$ cat src/nss_pkg.sv
// Shared types, constants and helpers of the case-insensitive substring search.
package nss_pkg;

  // Default sizes
  localparam int PATTERN_MAX_DEF = 16;
  localparam int INDEX_WIDTH_DEF = 16;

  // Payload widths
  localparam int CMD_W         = 2;
  localparam int CH_W          = 8;
  localparam int MATCH_INDEX_W = 16;

  // Commands
  localparam logic [CMD_W-1:0] CMD_PATTERN = 2'd0;
  localparam logic [CMD_W-1:0] CMD_TEXT    = 2'd1;
  localparam logic [CMD_W-1:0] CMD_FINISH  = 2'd2;

  // Character constants
  localparam logic [CH_W-1:0] CHAR_LOWER_A = 8'h61;
  localparam logic [CH_W-1:0] CHAR_LOWER_Z = 8'h7A;
  localparam logic [CH_W-1:0] CASE_GAP     = 8'h20;
  localparam logic [CH_W-1:0] BYTE_MASK    = 8'hFF;

  // Broadcast from the controller to every cell of the row
  typedef struct packed {
    logic            load;   // store data into the first free cell
    logic            step;   // advance match bits by one text byte
    logic            clear;  // drop pattern and match state
    logic [CH_W-1:0] data;   // folded byte
  } nss_bcast_t;

  // Fold a to z onto A to Z; everything else passes unchanged
  function automatic logic [CH_W-1:0] fold_upper(input logic [CH_W-1:0] b);
    logic [CH_W-1:0] r;
    r = b;
    if (b >= CHAR_LOWER_A && b <= CHAR_LOWER_Z) begin
      r = (b - CASE_GAP) & BYTE_MASK;
    end
    return r;
  endfunction

endpackage

$ cat src/nss_in_if.sv
// Input channel: command and byte with valid/ready handshake.
interface nss_in_if;
  import nss_pkg::*;

  logic            valid;
  logic            ready;
  logic [CMD_W-1:0] cmd;
  logic [CH_W-1:0]  ch;

  modport source (output valid, output cmd, output ch, input ready);
  modport sink   (input valid, input cmd, input ch, output ready);
endinterface

$ cat src/nss_out_if.sv
// Result channel: search outcome with valid/ready handshake.
interface nss_out_if;
  import nss_pkg::*;

  logic                     valid;
  logic                     ready;
  logic                     found;
  logic [MATCH_INDEX_W-1:0] match_index;
  logic                     overflow;

  modport source (output valid, output found, output match_index, output overflow,
                  input ready);
  modport sink   (input valid, input found, input match_index, input overflow,
                  output ready);
endinterface

$ cat src/nss_cell.sv
// One cell of the match row: a pattern byte and its shift-and match bit.
module nss_cell (
  input  logic               clk,
  input  logic               rst_n,
  input  nss_pkg::nss_bcast_t bcast,
  input  logic               prev_match,   // match bit of the cell to the left
  input  logic               prev_active,  // left neighbor holds a pattern byte
  input  logic               next_active,  // right neighbor holds a pattern byte
  output logic               match,
  output logic               active,
  output logic               hit           // this cell ends the pattern and matched now
);
  import nss_pkg::*;

  logic [CH_W-1:0] pat_r;
  logic            active_r, active_nxt;
  logic            match_r, match_nxt;
  logic            eq;
  logic            is_target;

  assign eq        = active_r && (pat_r == bcast.data) && prev_match;
  assign is_target = !active_r && prev_active;

  // Capture the pattern byte when this is the first free cell
  always_ff @(posedge clk) begin
    if (bcast.load && is_target) begin
      pat_r <= bcast.data;
    end
  end

  // Next active and match bit
  always_comb begin
    active_nxt = active_r;
    match_nxt  = match_r;
    if (bcast.clear) begin
      active_nxt = 1'b0;
      match_nxt  = 1'b0;
    end else begin
      if (bcast.load && is_target) begin
        active_nxt = 1'b1;
      end
      if (bcast.step) begin
        match_nxt = eq;
      end
    end
  end

  always_ff @(posedge clk) begin
    if (!rst_n) begin
      active_r <= 1'b0;
      match_r  <= 1'b0;
    end else begin
      active_r <= active_nxt;
      match_r  <= match_nxt;
    end
  end

  assign match  = match_r;
  assign active = active_r;
  assign hit    = bcast.step && eq && !next_active;
endmodule

$ cat src/nss_chain.sv
// Row of match cells; match bits move one cell right per text byte.
module nss_chain #(
  parameter int PATTERN_MAX = nss_pkg::PATTERN_MAX_DEF
) (
  input  logic                clk,
  input  logic                rst_n,
  input  nss_pkg::nss_bcast_t bcast,
  output logic                hit
);
  import nss_pkg::*;

  logic [PATTERN_MAX-1:0] match_w;
  logic [PATTERN_MAX-1:0] active_w;
  logic [PATTERN_MAX-1:0] hit_w;

  // Wire each cell to its neighbors
  for (genvar k = 0; k < PATTERN_MAX; k++) begin : g_cell
    logic prev_match, prev_active, next_active;

    if (k == 0) begin : g_first
      assign prev_match  = 1'b1;
      assign prev_active = 1'b1;
    end else begin : g_mid
      assign prev_match  = match_w[k-1];
      assign prev_active = active_w[k-1];
    end

    if (k == PATTERN_MAX - 1) begin : g_last
      assign next_active = 1'b0;
    end else begin : g_inner
      assign next_active = active_w[k+1];
    end

    nss_cell u_cell (
      .clk         (clk),
      .rst_n       (rst_n),
      .bcast       (bcast),
      .prev_match  (prev_match),
      .prev_active (prev_active),
      .next_active (next_active),
      .match       (match_w[k]),
      .active      (active_w[k]),
      .hit         (hit_w[k])
    );
  end

  // Only the last active cell can raise a hit
  assign hit = |hit_w;
endmodule

$ cat src/nocase_substring_search_unit.sv
// Case-insensitive substring search: one item per cycle unless stalled, result on finish.
// Items are taken one per cycle unless stalled: every text byte is compared against all
// stored pattern bytes at once, one comparator per cell of the match row, and the match
// vector advances by one cell in the same cycle. Pattern bytes (cmd 0) fill the row from
// the left, text bytes (cmd 1) stream through, and a finish (cmd 2) delivers one result in
// the cycle after it is taken, through an output register, and clears the search so the
// next pattern can load at once. The input stalls only while a result sits in the output
// register and the receiver is not ready. Letters a to z match their upper-case forms;
// other bytes match exactly. Pattern bytes past PATTERN_MAX and text past 2^INDEX_WIDTH
// bytes are dropped and reported through overflow.
module nocase_substring_search_unit #(
  parameter int PATTERN_MAX = nss_pkg::PATTERN_MAX_DEF,
  parameter int INDEX_WIDTH = nss_pkg::INDEX_WIDTH_DEF
) (
  input  logic clk,
  input  logic rst_n,
  nss_in_if.sink    in_ch,
  nss_out_if.source out_ch
);
  import nss_pkg::*;

  localparam int LEN_W = $clog2(PATTERN_MAX + 1);

  logic                     accept;
  logic                     is_pat, do_load, pat_over;
  logic                     is_text, do_step, text_over;
  logic                     do_finish;
  logic                     chain_hit;
  nss_bcast_t               bcast;

  logic [LEN_W-1:0]         len_r, len_nxt;
  logic [INDEX_WIDTH:0]     pos_r, pos_nxt;
  logic                     seen_r, seen_nxt;
  logic [INDEX_WIDTH-1:0]   start_r, start_nxt;
  logic                     exceeded_r, exceeded_nxt;

  logic                     out_valid_r, out_valid_nxt;
  logic                     found_r;
  logic [MATCH_INDEX_W-1:0] index_r;
  logic                     ovf_r;

  // Decode the transfer
  assign in_ch.ready = !out_valid_r || out_ch.ready;
  assign accept      = in_ch.valid && in_ch.ready;

  assign is_pat    = accept && (in_ch.cmd == CMD_PATTERN) && (pos_r == '0);
  assign do_load   = is_pat && (len_r < LEN_W'(PATTERN_MAX));
  assign pat_over  = is_pat && !do_load;
  assign is_text   = accept && (in_ch.cmd == CMD_TEXT);
  assign text_over = is_text && pos_r[INDEX_WIDTH];
  assign do_step   = is_text && !pos_r[INDEX_WIDTH];
  assign do_finish = accept && (in_ch.cmd == CMD_FINISH);

  // Broadcast to the cell row
  assign bcast.load  = do_load;
  assign bcast.step  = do_step;
  assign bcast.clear = do_finish;
  assign bcast.data  = fold_upper(in_ch.ch);

  nss_chain #(.PATTERN_MAX(PATTERN_MAX)) u_chain (
    .clk   (clk),
    .rst_n (rst_n),
    .bcast (bcast),
    .hit   (chain_hit)
  );

  // Search state update
  always_comb begin
    len_nxt      = len_r;
    pos_nxt      = pos_r;
    seen_nxt     = seen_r;
    start_nxt    = start_r;
    exceeded_nxt = exceeded_r;
    if (do_finish) begin
      len_nxt      = '0;
      pos_nxt      = '0;
      seen_nxt     = 1'b0;
      start_nxt    = '0;
      exceeded_nxt = 1'b0;
    end else begin
      if (do_load) begin
        len_nxt = len_r + LEN_W'(1);
      end
      if (pat_over || text_over) begin
        exceeded_nxt = 1'b1;
      end
      if (do_step) begin
        pos_nxt = pos_r + (INDEX_WIDTH+1)'(1);
        if (chain_hit && !seen_r) begin
          seen_nxt  = 1'b1;
          start_nxt = pos_r[INDEX_WIDTH-1:0] + INDEX_WIDTH'(1) - INDEX_WIDTH'(len_r);
        end
      end
    end
  end

  always_ff @(posedge clk) begin
    if (!rst_n) begin
      len_r      <= '0;
      pos_r      <= '0;
      seen_r     <= 1'b0;
      start_r    <= '0;
      exceeded_r <= 1'b0;
    end else begin
      len_r      <= len_nxt;
      pos_r      <= pos_nxt;
      seen_r     <= seen_nxt;
      start_r    <= start_nxt;
      exceeded_r <= exceeded_nxt;
    end
  end

  // Hold the result until the receiver takes it
  assign out_valid_nxt = do_finish ? 1'b1 : (out_ch.ready ? 1'b0 : out_valid_r);

  always_ff @(posedge clk) begin
    if (!rst_n) begin
      out_valid_r <= 1'b0;
    end else begin
      out_valid_r <= out_valid_nxt;
    end
  end

  always_ff @(posedge clk) begin
    if (do_finish) begin
      found_r <= (len_r == '0) || seen_r;
      index_r <= seen_r ? MATCH_INDEX_W'(start_r) : '0;
      ovf_r   <= exceeded_r;
    end
  end

  assign out_ch.valid       = out_valid_r;
  assign out_ch.found       = found_r;
  assign out_ch.match_index = index_r;
  assign out_ch.overflow    = ovf_r;
endmodule

$ cat src/flat_wrapper.sv
// flat-port wrapper written by rule: the top's interface ports become plain ports
module nocase_substring_search_unit_flat import nss_pkg::*;
#(
  parameter int PATTERN_MAX = nss_pkg::PATTERN_MAX_DEF,
  parameter int INDEX_WIDTH = nss_pkg::INDEX_WIDTH_DEF
)
  (clk, rst_n, in_ch_valid, in_ch_cmd, in_ch_ch, in_ch_ready, out_ch_valid, out_ch_found, out_ch_match_index, out_ch_overflow, out_ch_ready);
  nss_in_if in_ch_i ();
  nss_out_if out_ch_i ();
  input  logic clk;
  input  logic rst_n;
  input wire logic [$bits(in_ch_i.valid)-1:0] in_ch_valid;
  input wire logic [$bits(in_ch_i.cmd)-1:0] in_ch_cmd;
  input wire logic [$bits(in_ch_i.ch)-1:0] in_ch_ch;
  output wire logic [$bits(in_ch_i.ready)-1:0] in_ch_ready;
  output wire logic [$bits(out_ch_i.valid)-1:0] out_ch_valid;
  output wire logic [$bits(out_ch_i.found)-1:0] out_ch_found;
  output wire logic [$bits(out_ch_i.match_index)-1:0] out_ch_match_index;
  output wire logic [$bits(out_ch_i.overflow)-1:0] out_ch_overflow;
  input wire logic [$bits(out_ch_i.ready)-1:0] out_ch_ready;
  assign in_ch_i.valid = in_ch_valid;
  assign in_ch_i.cmd = in_ch_cmd;
  assign in_ch_i.ch = in_ch_ch;
  assign in_ch_ready = in_ch_i.ready;
  assign out_ch_valid = out_ch_i.valid;
  assign out_ch_found = out_ch_i.found;
  assign out_ch_match_index = out_ch_i.match_index;
  assign out_ch_overflow = out_ch_i.overflow;
  assign out_ch_i.ready = out_ch_ready;
  nocase_substring_search_unit #(.PATTERN_MAX(PATTERN_MAX), .INDEX_WIDTH(INDEX_WIDTH)) u_core (.clk(clk), .rst_n(rst_n), .in_ch(in_ch_i), .out_ch(out_ch_i));
endmodule
$ cat config.mk
export PLATFORM = sky130hd
export DESIGN_NAME = nocase_substring_search_unit_flat
export DESIGN_NICKNAME = d
export VERILOG_FILES = /design/src/nss_pkg.sv /design/src/nss_in_if.sv /design/src/nss_out_if.sv /design/src/nss_cell.sv /design/src/nss_chain.sv /design/src/nocase_substring_search_unit.sv /design/src/flat_wrapper.sv
export SDC_FILE = /design/constraint.sdc
export NUM_CORES = 1
export LEC_CHECK = 0
export BUFFER_PORTS_ARGS = -buffer_cell sky130_fd_sc_hd__buf_2
export CORE_MARGIN = 2
export CORE_UTILIZATION = 50
export CTS_BUF_LIST = sky130_fd_sc_hd__clkbuf_16
export DETAILED_ROUTE_END_ITERATION = 8
export PLACE_DENSITY = 0.66
export SYNTH_ARGS = -nofsm -noshare
export SYNTH_HDL_FRONTEND = slang
export SYNTH_SLANG_ARGS = --single-unit
$ cat constraint.sdc
create_clock -name clk -period 8.86 [get_ports clk]
set_input_delay 0.443 -clock clk [delete_from_list [all_inputs] [get_ports clk]]
set_output_delay 0.443 -clock clk [all_outputs]
set_load 0.05 [all_outputs]
# ---- Word level (Yosys, flattened, before mapping)
# Cells that the tools add are included.
dict set report word_totals {
  register_bits 218
  input_bits 14
  wordCells 220
}
dict set report classes {
  addsub 5
  n_lt_le_gt_ge 3
  eq_ne 18
  n_mux 3
  bitwise_logic 1
  n_reduce_logical 134
}
# operator count
set ops {}
lappend ops {{== test 8 bit} 16}
lappend ops {{logical AND 1 bit} 104}
lappend ops {{logical NOT 1 bit} 20}
lappend ops {{adder 17 x 1 -> 17 bit, second input constant} 1}
lappend ops {{logical NOT 17 bit} 1}
lappend ops {{adder 16 x 1 -> 16 bit, second input constant} 1}
lappend ops {{OR reduction 16 bit} 1}
lappend ops {{subtractor 16 x 5 -> 16 bit} 1}
lappend ops {{greater-or-equal comparator 8 x 7 -> 1 bit, second input constant} 1}
lappend ops {{less-or-equal comparator 8 x 7 -> 1 bit, second input constant} 1}
lappend ops {{two-way mux 8 bit} 1}
lappend ops {{subtractor 8 x 6 -> 8 bit, second input constant} 1}
lappend ops {{adder 5 x 1 -> 5 bit, second input constant} 1}
lappend ops {{logical NOT 5 bit} 1}
lappend ops {{< comparator 5 bit, second input constant} 1}
lappend ops {{logical OR 1 bit} 3}
lappend ops {{== test 2 x 1 -> 1 bit, second input constant} 1}
lappend ops {{== test 2 bit, second input constant} 1}
lappend ops {{logical NOT 2 bit} 1}
lappend ops {{two-way mux 1 bit} 2}
lappend ops {{AND reduction 2 bit} 1}
lappend ops {{nonzero test 2 bit} 1}
lappend ops {{OR reduction 2 bit} 1}
lappend ops {{NOT 1 bit} 1}

# ---- Depth between registers and ports, before layout
dict set report depth {
  ltp_word 11
  mapped_depth 16
}

# ---- Hierarchy
# From an unflattened synthesis, not the netlist that was laid out.
dict set report unflattened {
  hier_cells 852
  area_unflattened_um2 9962.1
}
# mod instances cells_each area_each_um2 seq_area_each_um2
set by_module_without_submodules {}
lappend by_module_without_submodules {nss_cell 16 30 410.4 280.3}
lappend by_module_without_submodules {nocase_substring_search_unit 1 365 3357.0 1361.3}
lappend by_module_without_submodules {nss_chain 1 7 38.8 0.0}

# ---- Worst setup path after synthesis
# OpenSTA, ideal clock, no wires.
dict set report synth_timing {
  path_type {input -> register}
  start {input port in_ch_ch[5]}
  end {register u_core.start_r[10]}
  arrival_ns 3.482
  required_ns 8.732
  slack_ns 5.251
  cell_stages 15
  path_buffers 3
  path_cell_list {buf_4 > clkinv_1 > ha_1 > nand3_1 > inv_1 > a31oi_4 > buf_6 > a22oi_2 > nand4_2 > o32ai_1 > or4b_4 > o311ai_4 > buf_6 > mux2i_1 > nor2_1}
}
dict set report synth_via {
  elab_chain_cells 11
  elab_cells_between_ends 86
  classes_between {add/sub (1); order compare (2); eq/ne (16); mux (1); reduce/logical (66)}
}
# item line
set synth_lines {}
lappend synth_lines {{start: declaration} flat_wrapper.sv:14} ;# input wire logic [$bits(in_ch_i.ch)-1:0] in_ch_ch;
lappend synth_lines {{greater-or-equal comparator 8 x 7 -> 1 bit or less-or-equal comparator 8 x 7 -> 1 bit (tied branches)} nss_pkg.sv:36} ;# if (b >= CHAR_LOWER_A && b <= CHAR_LOWER_Z) begin
lappend synth_lines {{logical AND 1 bit} nss_pkg.sv:36}
lappend synth_lines {{two-way mux 8 bit (*)} nss_pkg.sv:36}
lappend synth_lines {{== test 8 bit} nss_cell.sv:21} ;# assign eq = active_r && (pat_r == bcast.data) && prev_match;
lappend synth_lines {{logical AND 1 bit (2 in a row)} nss_cell.sv:21}
lappend synth_lines {{logical AND 1 bit (2 in a row)} nss_cell.sv:60} ;# assign hit = bcast.step && eq && !next_active;
lappend synth_lines {{OR reduction 16 bit (*)} nss_chain.sv:48} ;# assign hit = |hit_w;
lappend synth_lines {{logical AND 1 bit (*)} nocase_substring_search_unit.sv:89} ;# if (chain_hit && !seen_r) begin
lappend synth_lines {{AND reduction 2 bit (no source line) (*)} n/a}
lappend synth_lines {{end signal: assignment} nocase_substring_search_unit.sv:108} ;# start_r <= start_nxt;
lappend synth_lines {{end: declaration} nocase_substring_search_unit.sv:34} ;# logic [INDEX_WIDTH-1:0] start_r, start_nxt;
# Mark *: on every way between the ends. The rest lies on a longest branch, timed or not.
# A chain may end at the register's enable or synchronous reset.

# ---- Final worst setup path
dict set report layout_timing {
  start {input port in_ch_ch[5]}
  end {register u_core.start_r[13]}
}
# Same word-level chain as after synthesis.

==> results.py <==
metrics = {
    "global_route": {
        "grtUsageTotal_pct": 20.5,
        "grt_overflow_total": 0,
        "grt_pass1_wl_um": 35100,
        "grt_pass1_vias": 6464,
        "antenna_found_initial": 0,
        "grt_max_degree": 67,
    },
    "placement": {
        "place_congestion": 0.931,
        "place_ws_ns": 4.18,
        "io_buffers": 33,
        "hpwl_um": 14700,
    },
    "routing": {
        "route.met2.wl_um": 10000,
        "topRoutingLayerUsed": "met4",
        "ant_nets": 0,
        "drc": 0,
        "wl_met1_um": 9860,
        "vias": 6692,
        "met3_length_um": 1310,
        "wl_um": 22000,
        "drtIter0Drc": 558,
        "route.detailed.wl_per_inst_um": 18.2,
        "first_pass_iters": 6,
        "routed_via_density": 5.54,
    },
    "worst_setup_path": {
        "cpPeakStageDelay_ns": 0.90,
        "cp_cell_sequence": "buf_2, clkinv_1, ha_1, nand3_1, inv_1, a31oi_4, a2111oi_0, o211ai_1, o32ai_1, or4b_4, o311ai_4, mux2i_1, nor2_1",
        "crit_start": "in_ch_ch[5]",
        "start_kind": "input port",
        "cp.arrival_ns": 4.51,
        "rr_startpoint": "u_core.out_ch.valid",
        "cpLargestDelayFamily": "compound AO/OA/AOI/OAI gates",
        "crit_buf_inv": 3,
        "crit_slowest_cell": "o311ai_4",
        "cp.required_ns": 9.23,
        "crit_path_max_fanout": 19,
        "path_class": "input port to flip-flop",
        "crit_path_end_kind": "flip-flop",
    },
    "clock_network": {
        "cts_resized": 0,
        "cts_tree": "built",
        "path_clk_slew_ns": 0.06,
        "cts_root_buffer": "clkbuf_16",
        "worst_skew_pair.late_latency_ns": 0.51,
        "cts_buffer_depth": 3,
        "cts.sinks": 218,
        "cts_max_level": 1,
        "cts_inserted_buffers": 23,
        "hold_buffers": 0,
        "post_cts_buffers": 0,
    },
    "pwr": {
        "clkPwrFrac_pct": 43.1,
        "power.share.switching_pct": 21.9,
        "ir_drop_v": 0.000139,
        "combPwrFrac_pct": 5.2,
        "pwr_density_cell_mw_per_mm2": 185,
        "p_leak_uw": 0.00404,
        "seqPwrFrac_pct": 51.7,
        "p_switching_uw": 462,
        "power.internal_uw": 1650,
    },
    "synthesis": {
        "yosys_warnings": 0,
        "synth_nets": 942,
        "synth_top_area_share_pct": 42.4,
        "synthTopCellsByArea": "edfxtp_1 (42%), dfxtp_1 (14%), xnor2_1 (8.1%)",
        "syn_area_mm2": 0.0103,
        "syn_area_per_cell_um2": 11.6,
        "synth.most_common_cell": "edfxtp_1",
        "synth_ff_type": "edfxtp_1",
        "synthTopCellsByCount": "edfxtp_1 (146), xnor2_1 (96), nor2_1 (93), dfxtp_1 (72), nand2_1 (55)",
        "synth_edf_count": 146,
        "yosys.area.top_type": "edfxtp_1",
        "yosys_register_bits": 218,
        "async_flop_share_pct": 0,
        "netlist_instances": 888,
        "synth_seq_area_share_pct": 56.4,
        "synth_cell_types": 72,
    },
    "timing": {
        "slew_headroom_pct": 30.7,
        "fin_ws_ns": 4.72,
        "final_hold_viol_count": 0,
        "worst_slew_pin_slew_ns": 1.04,
        "max_freq_ghz": 0.241,
        "fin_crit_sh_pct": 46.8,
        "min_period_ns": 4.14,
        "rsz0062_at_grt": "false",
        "finClkSkew_ns": 0.00861,
        "timing.setup.tns_ns": 0,
        "drv_slew": 0,
        "setup_viol": 0,
    },
    "floorplanning": {
        "coreArea_mm2": 0.0202,
        "die_area_mm2": 0.0218,
        "io-pin-count": 34,
        "start_util_pct": 51.1,
        "die_w_um": 148,
        "die_h_um": 148,
        "floorplan.rows": 52,
    },
    "cells_and_area": {
        "seqCellArea_mm2": 0.00583,
        "area_delta_synth_final_pct": 10.6,
        "multi_input_area_mm2": 0.00416,
        "fin_util_pct": 56.5,
        "nNetsFinal": 976,
        "fillers": 1722,
        "antennaDiodeCount": 0,
        "layout-drive-gt1-share_pct": 9.70,
    },
    "job": {
        "max_cap_viol_count": 0,
    },
    "worst_hold_path": {
        "hold_path.class": "input port to flip-flop",
        "worstHoldStart": "rst_n",
    },
    "run_status": {
        "status": "completed",
    },
}
cell usage in the layout, fill, tap and decap left out, types with 5 or more instances in the layout:
| cell | netlist | routed |
|---|---|---|
| clkinv_2 | 0 | 5 |
| o2111ai_1 | 10 | 10 |
| or3_1 | 6 | 6 |
| o21ai_0 | 12 | 11 |
| edfxtp_1 | 146 | 146 |
| a21oi_1 | 45 | 45 |
| o211ai_1 | 7 | 7 |
| nand3_1 | 15 | 15 |
| xor2_1 | 39 | 39 |
| clkbuf_16 | 0 | 23 |
| a31oi_1 | 7 | 7 |
| nor2_1 | 93 | 92 |
| buf_4 | 3 | 7 |
| nand4_1 | 22 | 22 |
| nor4_1 | 12 | 11 |
| nor2b_1 | 10 | 10 |
| nor3_1 | 12 | 12 |
| dfxtp_1 | 72 | 72 |
| buf_2 | 7 | 33 |
| nand2_1 | 55 | 55 |
| a2111oi_0 | 6 | 6 |
| mux2i_1 | 15 | 15 |
| inv_1 | 46 | 53 |
| ha_1 | 39 | 39 |
| and2_1 | 20 | 20 |
| xnor2_1 | 96 | 96 |
| nand2b_1 | 7 | 7 |
cell type report:
cell class              count  area share [%]
multi-input cells         592            36.4
clock inverters            18            1.15
clock buffers              23            5.04
inverters                  47            1.54
repair buffers             40            1.91
flip-flops and latches    218            51.0
well taps                 270            2.96
layer usage:
metal | vias up | track usage, %
met1 | 3181 | 28.9
met4 | 0 | 7.16
li1 | 3235 | -
met3 | 48 | 3.36
met5 | - | 0
met2 | 228 | 32.2
path summary, 6_finish.rpt:
path / to / slack (ns) / cells after the start
max: u_core.start_r[13] / 4.72 / 13
min: u_core.out_ch.valid / 0.23 / 2
max reg2reg: u_core.start_r[2] / 5.10 / 12
min reg2reg: u_core.start_r[2] / 0.45 / 2
power by group through the flow:
stage | Sequential [µW] | Combinational, µW | Clock, µW
after floorplan | 1120 | 73.2 | 0
after global placement | 1110 | 109 | 0
after detailed placement | 1110 | 110 | 0
after CTS | 1090 | 111 | 927
after global routing | 1090 | 121 | 961
final | 1090 | 110 | 909
worst reg2reg max path, delay by kind of cell (launching register included):
family                 cells  cell delay, ns
flip-flops                 1            0.30
AND/OR/NAND/NOR            5            1.45
buffers and inverters      2            0.40
AO/OA/AOI/OAI              5            1.53
sequential cells by signal, indices dropped and copies added, names as in the netlist:
register	flops
u_core.start_r	16
u_core.pos_r	17
u_core.out_ch.overflow	1
u_core.seen_r	1
u_core.u_chain.g_cell.u_cell.pat_r	128
u_core.u_chain.g_cell.u_cell.active	16
u_core.u_chain.g_cell.u_cell.match	15
u_core.out_ch.valid	1
u_core.len_r	5
u_core.out_ch.match_index	16
u_core.out_ch.found	1
u_core.exceeded_r	1
through the flow:
stage,instances,total power (µW),instance area (µm²),hold slack [ns]
final,1208,2110,11400,0.228
after global routing,1208,2170,11400,0.230
after CTS,1208,2130,11400,0.223
after detailed placement,1167,1220,10700,0.432
after global placement,1167,1220,10700,0.438
after floorplan,888,1190,10300,0.409
cell families (layout without fill, tap and decap cells):
group	after synthesis	after routing	synth area share, %
mux	15	15	1.45
buf+inv	78	128	3.54
xor+xnor	135	135	11.4
fa+ha+maj	40	40	4.92
flops	218	218	56.4
compound gates	131	131	9.30
simple gates	271	271	13.0
(Power assumes the default switching activity.)
